<file path="src/hw/rtl/jsse_pkg.sv">
package jsse_pkg;

  // Item modes
  localparam logic [1:0] MODE_CLEAR = 2'd0;
  localparam logic [1:0] MODE_TASK  = 2'd1;
  localparam logic [1:0] MODE_CLOSE = 2'd2;

  localparam int IN_BYTES  = 7;
  localparam int OUT_BYTES = 18;

  // Input item, first field in the lowest bits (packed structs fill from the MSB)
  typedef struct packed {
    logic [4:0]  pad;
    logic [23:0] due_date;
    logic [15:0] duration;
    logic [3:0]  machine_index;
    logic [4:0]  job_index;
    logic [1:0]  mode;
  } in_item_t;

  // Result item, first field in the lowest bits
  typedef struct packed {
    logic [6:0]  pad;
    logic        overflow;
    logic [31:0] objective_value;
    logic [31:0] running_tardiness;
    logic [23:0] running_makespan;
    logic [23:0] job_tardiness;
    logic [23:0] completion_time;
  } result_t;

endpackage

</file>
<file path="src/hw/rtl/job_shop_schedule_evaluator.sv">
// Job-shop schedule evaluator. Each input item is a clear, a task or a job
// close, and each gives exactly one result item. A task starts at the later of
// its machine's and its job's ready time and finishes after its duration;
// that finish becomes both ready times. A close reports the job's finish, its
// lateness against the due date, and updates the running makespan and total
// tardiness; objective_value shows one of the two per cfg_data. Times stick at
// 2^TIME_BITS-1 and the tardiness total at 2^32-1, raising overflow until the
// next clear. Throughput is one item per clock while results are taken: an
// item sits in the input register while the ready tables (flip-flops, one
// read port each) and the max/add/compare path settle, then lands in the
// output register when that is free, and out_tvalid rises with it. A full
// output register that is not taken holds the input register, which then
// holds in_tready low. Ready tables and totals are in flip-flops and are
// zeroed at once by reset or a clear item.
module job_shop_schedule_evaluator #(
  parameter int NUM_JOBS     = 32,
  parameter int NUM_MACHINES = 16,
  parameter int TIME_BITS    = 24
) (
  input  logic                                clk,
  input  logic                                rst_n,
  // Input items
  input  logic                                in_tvalid,
  output logic                                in_tready,
  // mode[1:0], job_index[6:2], machine_index[10:7], duration[26:11],
  // due_date[50:27], zero fill[55:51]
  input  logic [jsse_pkg::IN_BYTES*8-1:0]     in_tdata,
  // Result items
  output logic                                out_tvalid,
  input  logic                                out_tready,
  // completion_time[23:0], job_tardiness[47:24], running_makespan[71:48],
  // running_tardiness[103:72], objective_value[135:104], overflow[136],
  // zero fill[143:137]
  output logic [jsse_pkg::OUT_BYTES*8-1:0]    out_tdata,
  // Objective select register (0 makespan, 1 total tardiness)
  input  logic                                cfg_valid,
  output logic                                cfg_ready,
  input  logic                                cfg_data
);

  logic               s1_vld_r;
  jsse_pkg::in_item_t s1_item_r;
  logic               out_vld_r;
  jsse_pkg::result_t  out_data_r;
  logic               obj_sel_r;
  logic               advance;
  logic               fire;
  jsse_pkg::result_t  res;

  // The output register frees when empty or when taken this cycle
  assign advance   = !out_vld_r || out_tready;
  assign fire      = s1_vld_r && advance;
  assign in_tready = !s1_vld_r || advance;
  assign cfg_ready = 1'b1;

  assign out_tvalid = out_vld_r;
  assign out_tdata  = out_data_r;

  always_ff @(posedge clk) begin
    if (!rst_n) begin
      obj_sel_r <= 1'b0;
    end else if (cfg_valid) begin
      obj_sel_r <= cfg_data;
    end
  end

  // Input register
  always_ff @(posedge clk) begin
    if (!rst_n) begin
      s1_vld_r <= 1'b0;
    end else if (in_tready) begin
      s1_vld_r <= in_tvalid;
    end
  end

  always_ff @(posedge clk) begin
    if (in_tvalid && in_tready) begin
      s1_item_r <= jsse_pkg::in_item_t'(in_tdata);
    end
  end

  jsse_core #(
    .NUM_JOBS     (NUM_JOBS),
    .NUM_MACHINES (NUM_MACHINES),
    .TIME_BITS    (TIME_BITS)
  ) u_core (
    .clk              (clk),
    .rst_n            (rst_n),
    .fire             (fire),
    .item             (s1_item_r),
    .objective_select (obj_sel_r),
    .res              (res)
  );

  // Result register
  always_ff @(posedge clk) begin
    if (!rst_n) begin
      out_vld_r <= 1'b0;
    end else if (advance) begin
      out_vld_r <= s1_vld_r;
    end
  end

  always_ff @(posedge clk) begin
    if (fire) begin
      out_data_r <= res;
    end
  end

endmodule

</file>
<file path="src/hw/rtl/jsse_core.sv">
module jsse_core #(
  parameter int NUM_JOBS     = 32,
  parameter int NUM_MACHINES = 16,
  parameter int TIME_BITS    = 24
) (
  input  logic               clk,
  input  logic               rst_n,
  input  logic               fire,
  input  jsse_pkg::in_item_t item,
  input  logic               objective_select,
  output jsse_pkg::result_t  res
);

  localparam int JW  = (NUM_JOBS > 1) ? $clog2(NUM_JOBS) : 1;
  localparam int MW  = (NUM_MACHINES > 1) ? $clog2(NUM_MACHINES) : 1;
  localparam int JXW = (JW > 5) ? JW : 5;
  localparam int MXW = (MW > 4) ? MW : 4;
  localparam int SW  = ((TIME_BITS > 16) ? TIME_BITS : 16) + 1;
  localparam int CW  = (TIME_BITS > 24) ? TIME_BITS : 24;
  localparam int AW  = ((CW > 32) ? CW : 32) + 1;
  localparam logic [TIME_BITS-1:0] TIME_MAX = '1;

  logic [TIME_BITS-1:0] mach_rdy_r [NUM_MACHINES];
  logic [TIME_BITS-1:0] job_rdy_r  [NUM_JOBS];
  logic [TIME_BITS-1:0] mk_acc_r, mk_acc_nxt;
  logic [31:0]          tard_acc_r, tard_acc_nxt;
  logic                 ovf_r, ovf_nxt;

  logic [JXW-1:0]       job_x;
  logic [MXW-1:0]       mach_x;
  logic [JW-1:0]        j_sel;
  logic [MW-1:0]        m_sel;
  logic                 job_ok, mach_ok, task_wr;
  logic [TIME_BITS-1:0] mach_rd, job_rd, start;
  logic [SW-1:0]        task_sum;
  logic                 task_sat;
  logic [TIME_BITS-1:0] task_comp;
  logic [CW-1:0]        cl_comp_c, due_c, cl_tard;
  logic [AW-1:0]        tard_sum;
  logic                 tard_sat;
  logic [TIME_BITS-1:0] comp_out;
  logic [CW-1:0]        tard_out;

  // Index range checks in a width that holds the table depth itself
  assign job_x   = JXW'(item.job_index);
  assign mach_x  = MXW'(item.machine_index);
  assign j_sel   = job_x[JW-1:0];
  assign m_sel   = mach_x[MW-1:0];
  assign job_ok  = {1'b0, job_x} < (JXW + 1)'(NUM_JOBS);
  assign mach_ok = {1'b0, mach_x} < (MXW + 1)'(NUM_MACHINES);

  assign mach_rd = mach_rdy_r[m_sel];
  assign job_rd  = job_rdy_r[j_sel];

  // Task: start at the later ready time, saturate the finish time
  assign start     = (mach_rd > job_rd) ? mach_rd : job_rd;
  assign task_sum  = SW'(start) + SW'(item.duration);
  assign task_sat  = (task_sum >> TIME_BITS) != '0;
  assign task_comp = task_sat ? TIME_MAX : task_sum[TIME_BITS-1:0];

  // Close: lateness against the due date, saturating total
  assign cl_comp_c = CW'(job_rd);
  assign due_c     = CW'(item.due_date);
  assign cl_tard   = (cl_comp_c > due_c) ? (cl_comp_c - due_c) : '0;
  assign tard_sum  = AW'(tard_acc_r) + AW'(cl_tard);
  assign tard_sat  = tard_sum[AW-1:32] != '0;

  assign task_wr = fire && (item.mode == jsse_pkg::MODE_TASK) && job_ok && mach_ok;

  always_comb begin
    mk_acc_nxt   = mk_acc_r;
    tard_acc_nxt = tard_acc_r;
    ovf_nxt      = ovf_r;
    comp_out     = '0;
    tard_out     = '0;
    case (item.mode)
      jsse_pkg::MODE_CLEAR: begin
        mk_acc_nxt   = '0;
        tard_acc_nxt = '0;
        ovf_nxt      = 1'b0;
      end
      jsse_pkg::MODE_TASK: begin
        if (job_ok && mach_ok) begin
          comp_out = task_comp;
          ovf_nxt  = ovf_r | task_sat;
        end
      end
      jsse_pkg::MODE_CLOSE: begin
        if (job_ok) begin
          comp_out     = job_rd;
          tard_out     = cl_tard;
          mk_acc_nxt   = (job_rd > mk_acc_r) ? job_rd : mk_acc_r;
          tard_acc_nxt = tard_sat ? 32'hFFFF_FFFF : tard_sum[31:0];
          ovf_nxt      = ovf_r | tard_sat;
        end
      end
      default: begin
      end
    endcase
  end

  always_comb begin
    res                   = '0;
    res.completion_time   = 24'(comp_out);
    res.job_tardiness     = 24'(tard_out);
    res.running_makespan  = 24'(mk_acc_nxt);
    res.running_tardiness = tard_acc_nxt;
    res.objective_value   = objective_select ? tard_acc_nxt : 32'(mk_acc_nxt);
    res.overflow          = ovf_nxt;
  end

  always_ff @(posedge clk) begin
    if (!rst_n || (fire && item.mode == jsse_pkg::MODE_CLEAR)) begin
      for (int i = 0; i < NUM_MACHINES; i++) mach_rdy_r[i] <= '0;
      for (int i = 0; i < NUM_JOBS; i++) job_rdy_r[i] <= '0;
    end else if (task_wr) begin
      mach_rdy_r[m_sel] <= task_comp;
      job_rdy_r[j_sel]  <= task_comp;
    end
  end

  always_ff @(posedge clk) begin
    if (!rst_n) begin
      mk_acc_r   <= '0;
      tard_acc_r <= '0;
      ovf_r      <= 1'b0;
    end else if (fire) begin
      mk_acc_r   <= mk_acc_nxt;
      tard_acc_r <= tard_acc_nxt;
      ovf_r      <= ovf_nxt;
    end
  end

  a_clear_zeroes: assert property (@(posedge clk) disable iff (!rst_n)
    (fire && item.mode == jsse_pkg::MODE_CLEAR)
    |=> (mk_acc_r == '0 && tard_acc_r == '0 && !ovf_r))
    else $error("totals not zero after clear");

  a_ovf_sticky: assert property (@(posedge clk) disable iff (!rst_n)
    (ovf_r && !(fire && item.mode == jsse_pkg::MODE_CLEAR)) |=> ovf_r)
    else $error("overflow dropped without clear");

  a_tard_mono: assert property (@(posedge clk) disable iff (!rst_n)
    (fire && item.mode != jsse_pkg::MODE_CLEAR) |=> (tard_acc_r >= $past(tard_acc_r)))
    else $error("total tardiness decreased");

  a_mk_mono: assert property (@(posedge clk) disable iff (!rst_n)
    (fire && item.mode != jsse_pkg::MODE_CLEAR) |=> (mk_acc_r >= $past(mk_acc_r)))
    else $error("makespan decreased");

endmodule
</file>
<file path="config.mk">
export PLATFORM = sky130hd
export DESIGN_NAME = job_shop_schedule_evaluator
export DESIGN_NICKNAME = d
export VERILOG_FILES = /design/src/hw/rtl/jsse_pkg.sv /design/src/hw/rtl/job_shop_schedule_evaluator.sv /design/src/hw/rtl/jsse_core.sv
export SDC_FILE = /design/constraint.sdc
export NUM_CORES = 2
export LEC_CHECK = 0
export BUFFER_PORTS_ARGS = -buffer_cell sky130_fd_sc_hd__buf_4
export CELL_PAD_IN_SITES_DETAIL_PLACEMENT = 1
export CELL_PAD_IN_SITES_GLOBAL_PLACEMENT = 1
export CORE_UTILIZATION = 52
export DETAILED_ROUTE_END_ITERATION = 8
export HOLD_SLACK_MARGIN = 0.02
export PLACE_DENSITY = 0.79
export SYNTH_ARGS = -nofsm -noshare
export SYNTH_HDL_FRONTEND = slang
export SYNTH_SLANG_ARGS = --single-unit
</file>
<file path="constraint.sdc">
create_clock -name clk -period 11.4 [get_ports clk]
set_input_delay 3.42 -clock clk [delete_from_list [all_inputs] [get_ports clk]]
set_output_delay 3.42 -clock clk [all_outputs]
set_load 0.02 [all_outputs]
</file>
==> run summary <==
The worst setup path is captured at a register. By area the synthesized netlist is led by edfxtp_1 (63%), mux4_2 (11%), nor2_1 (7.8%). The logs give 0.0312 ns for the worst-case clock skew and 4 for the maximum level of the CTS H-tree. For this design, the sink count on the clock tree is 1409.

Broken down by cell family, the worst path's largest delay share belongs to compound AO/OA/AOI/OAI gates. The number of different library cells used by synthesis comes to 82. At the end of routability-driven placement, the weighted congestion stood at 0.908. By startpoint and endpoint, the worst setup path is classified as reg2reg. The tools report the final routed DRC violation total as 0. Of the synthesized area, sequential elements account for 64.7%. The summed negative setup slack over all endpoints was 0 ns; the detailed route wirelength on metal2 was 97.4 mm. The startpoint identified for the worst hold timing path is u_core.mk_acc_r[10]. The run finished with clean final reports. The completed layout was analyzed and its total power is 15.2 mW. The run gives 44.2k as the via count of the first global-routing pass.

Detailed routing placed a total of 23.0 mm of wire on met3. The critical path runs through a total of 25 cells. The cell count of the worst hold path is 2, and the least setup slack across all paths after layout is 1.30 ns. In this run, post-CTS repair resized a total of 0 instances.

Entering global routing, the biggest net connects 107 pins. Setup repair after global routing left no endpoint under its margin. Post-CTS timing repair inserted 0 buffers for setup. For the maximum VDD drop, the log shows 0.345 mV.

In the synthesized netlist, the number of instances is 4743. For this run, the leading register cell type out of synthesis is edfxtp_1. The count of nets left with antenna violations once routing finished came out at 0. Timing analysis after detailed placement gives a worst setup slack of 1.70 ns. The first global-routing pass estimated 303 mm of wire. In this run the worst path has a maximum fanout of 40.

The filler cell count is 11.5k. The maximum achievable frequency came out at 99.0 MHz. The die covers 125000 um2.

The critical path contains buffers and inverters numbering 5 combined. The total overflow left after global routing is 0. The routed layout has 43.4k vias. In the layout the commonest cells are edfxtp_1 (1340), nor2_1 (1328), buf_4 (337). The fraction of registers with async set or reset after synthesis is 0%. The largest incremental delay on the critical path came out at 0.94 ns. For the worst flop-to-flop path, the logic depth is 25. edfxtp_1 takes more of the synthesized area than any other cell. The final worst-path cycle share is 88.6%, and the final HPWL from detailed placement is 134 mm. Measured along the x axis, the die boundary spans 354 um.

In the final routed layout, each cell accounts on average for 31.5 um. The tools report the total of warnings raised by yosys as 0. A synthesized cell averages 13.6 um2. The initialized floorplan defines 128 standard-cell rows. The tools report the post-synthesis cell area as 64300 um2. Hold repair after CTS inserted 0 buffers. The cell sitting at the root of the clock tree is a clkbuf_16. The clock transition at the register clock pins on the worst setup and hold paths after CTS is 0.06 ns.

After routing the design area is 72400 um2. The logs give 0 for the number of antenna cells inserted and 11.7% for the max-slew headroom at the worst pin. The final number of hold-violating endpoints is 0, and the final critical path time including I/O delays and setup is 10.10 ns.

The total area inside the core boundary comes to 122000 um2. Clock latency on the worst-skew pair: 0.80 ns. Summing all multi-input logic gate instances after layout gives 20800 um2. The number of antenna violations at the first check in global routing is 3.

In this run, the number of DRC markers left after iteration 0 of detailed routing was 5529. Path type of the worst min-delay path: reg2reg. The logs give 147 for the number of CTS-inserted buffers and 0 for the count of pins over their slew limit. In this run the static leakage power is 27.5 nW.

In this run, synthesis inferred 1340 flip-flops with an integrated enable. The count of buffers added on input and output ports is 195. The first detailed-routing pass took 8 iterations. Max-cap violations in this run came to 0.

Among all stages on the critical path, the largest delay is contributed by dfxtp_4. TritonCTS built the clock tree. The run gives 78.2 mm as the total routed wire length on the met1 layer.

Setup violations remaining at the end of the flow were counted as 0. The sequential cell area in the final layout was 41600 um2. The number of I/O pins was 209. After synthesis the netlist holds a flip-flop and latch count of 1409. At the end of the flow, the number of nets in the layout was 5053. Proportion of layout cells with a drive suffix above 1: 19.7%. For the pin with the worst max-slew slack, the measured transition is 1.32 ns.

Top routing layer in use: met5. The worst setup path is launched from a register. In the global route stage, overall resource usage came out at 33.4%. The total detailed-routing wirelength is 209 mm, and the die boundary height is 354 um.

Effective utilization at floorplan: 52.6%. At the worst endpoint, the required time is 11.90 ns. No sink is reached through more buffers than the 3 on the longest clock path.

The top-area cell type share of the netlist area was 62.6%; the instance area after placement was 67800 um2. Dividing total power by cell area gives a power density of 210 nW/um2. Using the TritonRoute via totals, the vias-per-cell ratio works out to 6.56. Most frequent standard cell in the layout excluding fill and tap cells: edfxtp_1.

The data arrival time of the critical path is 10.60 ns, and the layout-stage area growth over the synthesis result is 12.6%.
per-stage QoR:
step                util (%)  instances  hold slack [ns]
CTS                     59.2       6617            0.493
global placement        55.5       6348            0.461
finish                  59.2       6617            0.493
global route            59.2       6617            0.516
detailed placement      55.5       6348            0.481
floorplan                  -       4749            0.448
cell families (layout without fill, tap and decap cells):
family | Yosys count | count (layout) | share of synthesized area (%)
simple gates | 1769 | 1769 | 11.2
compound gates | 453 | 453 | 4.57
xor+xnor | 56 | 56 | 0.763
fa+ha+maj | 119 | 119 | 2.35
mux | 447 | 447 | 13.1
other cells | 2 | 8 | 0.0117
buf+inv | 488 | 731 | 3.33
flops | 1409 | 1409 | 64.7
registers in the layout, summed over array words and instances (netlist names), named ones only:
register / flops
u_core.job_rdy_r: 768
u_core.mk_acc_r: 24
s1_vld_r: 1
out_tvalid: 1
out_tdata: 137
u_core.tard_acc_r: 32
u_core.ovf_r: 1
obj_sel_r: 1
s1_item_r: 51
u_core.mach_rdy_r: 384
metal layers:
| layer | global-route usage (%) | up-vias |
|---|---|---|
| met5 | 0 | - |
| li1 | - | 17600 |
| met2 | 51.9 | 2817 |
| met3 | 7.05 | 464 |
| met1 | 45.4 | 22500 |
| met4 | 15.4 | 2 |
worst reg2reg max path, cell delays in order (launching register included):
cell,delay (ns)
dfxtp_4,0.94
buf_12,0.37
mux4_2,0.55
a22oi_1,0.51
nand4_2,0.57
inv_1,0.42
ha_1,0.21
nand3_1,0.17
nor4_1,0.65
o311a_1,0.53
o21bai_4,0.28
nor2_1,0.22
a21oi_1,0.09
ha_1,0.30
fa_1,0.47
a211o_1,0.32
o211ai_1,0.23
a21boi_0,0.24
o41a_1,0.46
a31oi_1,0.22
buf_4,0.27
nor3_4,0.08
buf_4,0.32
nor4b_4,0.91
buf_12,0.32
nor2_1,0.16
cells in the mapped netlist, drive strengths merged, types with 17 or more instances:
library cell,instances
a21o,43
inv,98
nor2,1344
xor2,23
o31ai,18
nand2,203
edfxtp,1340
a21oi,132
mux4,308
o21ai,57
a31oi,32
mux2i,88
dfxtp,69
a211oi,19
nand3,47
nor2b,22
mux2,51
a22oi,50
o22ai,26
nand4,17
xnor2,33
ha,116
buf,158
nor3,58
clkbuf,229
layout make-up:
type / instances / share of cell area [%]
inverter: 101 / 0.531
timing repair buffer: 361 / 4.16
sequential: 1409 / 57.5
clock buffer: 188 / 5.47
tap: 1625 / 2.81
multi-input combinational: 2852 / 28.7
clock inverter: 81 / 0.845
path summary, 6_finish.rpt:
check                                  end  slack, ns
setup / recovery  u_core.job_rdy_r[13][19]       1.30
hold / removal         u_core.mk_acc_r[10]       0.49
setup reg to reg  u_core.job_rdy_r[13][19]       1.30
hold reg to reg        u_core.mk_acc_r[10]       0.49
where the power goes:
group	switching, mW	internal, mW	leakage [nW]
logic	3.35	1.12	10.9
clock network	2.06	2.60	2.23
registers	0.134	5.91	14.4
(Power assumes the default switching activity.)
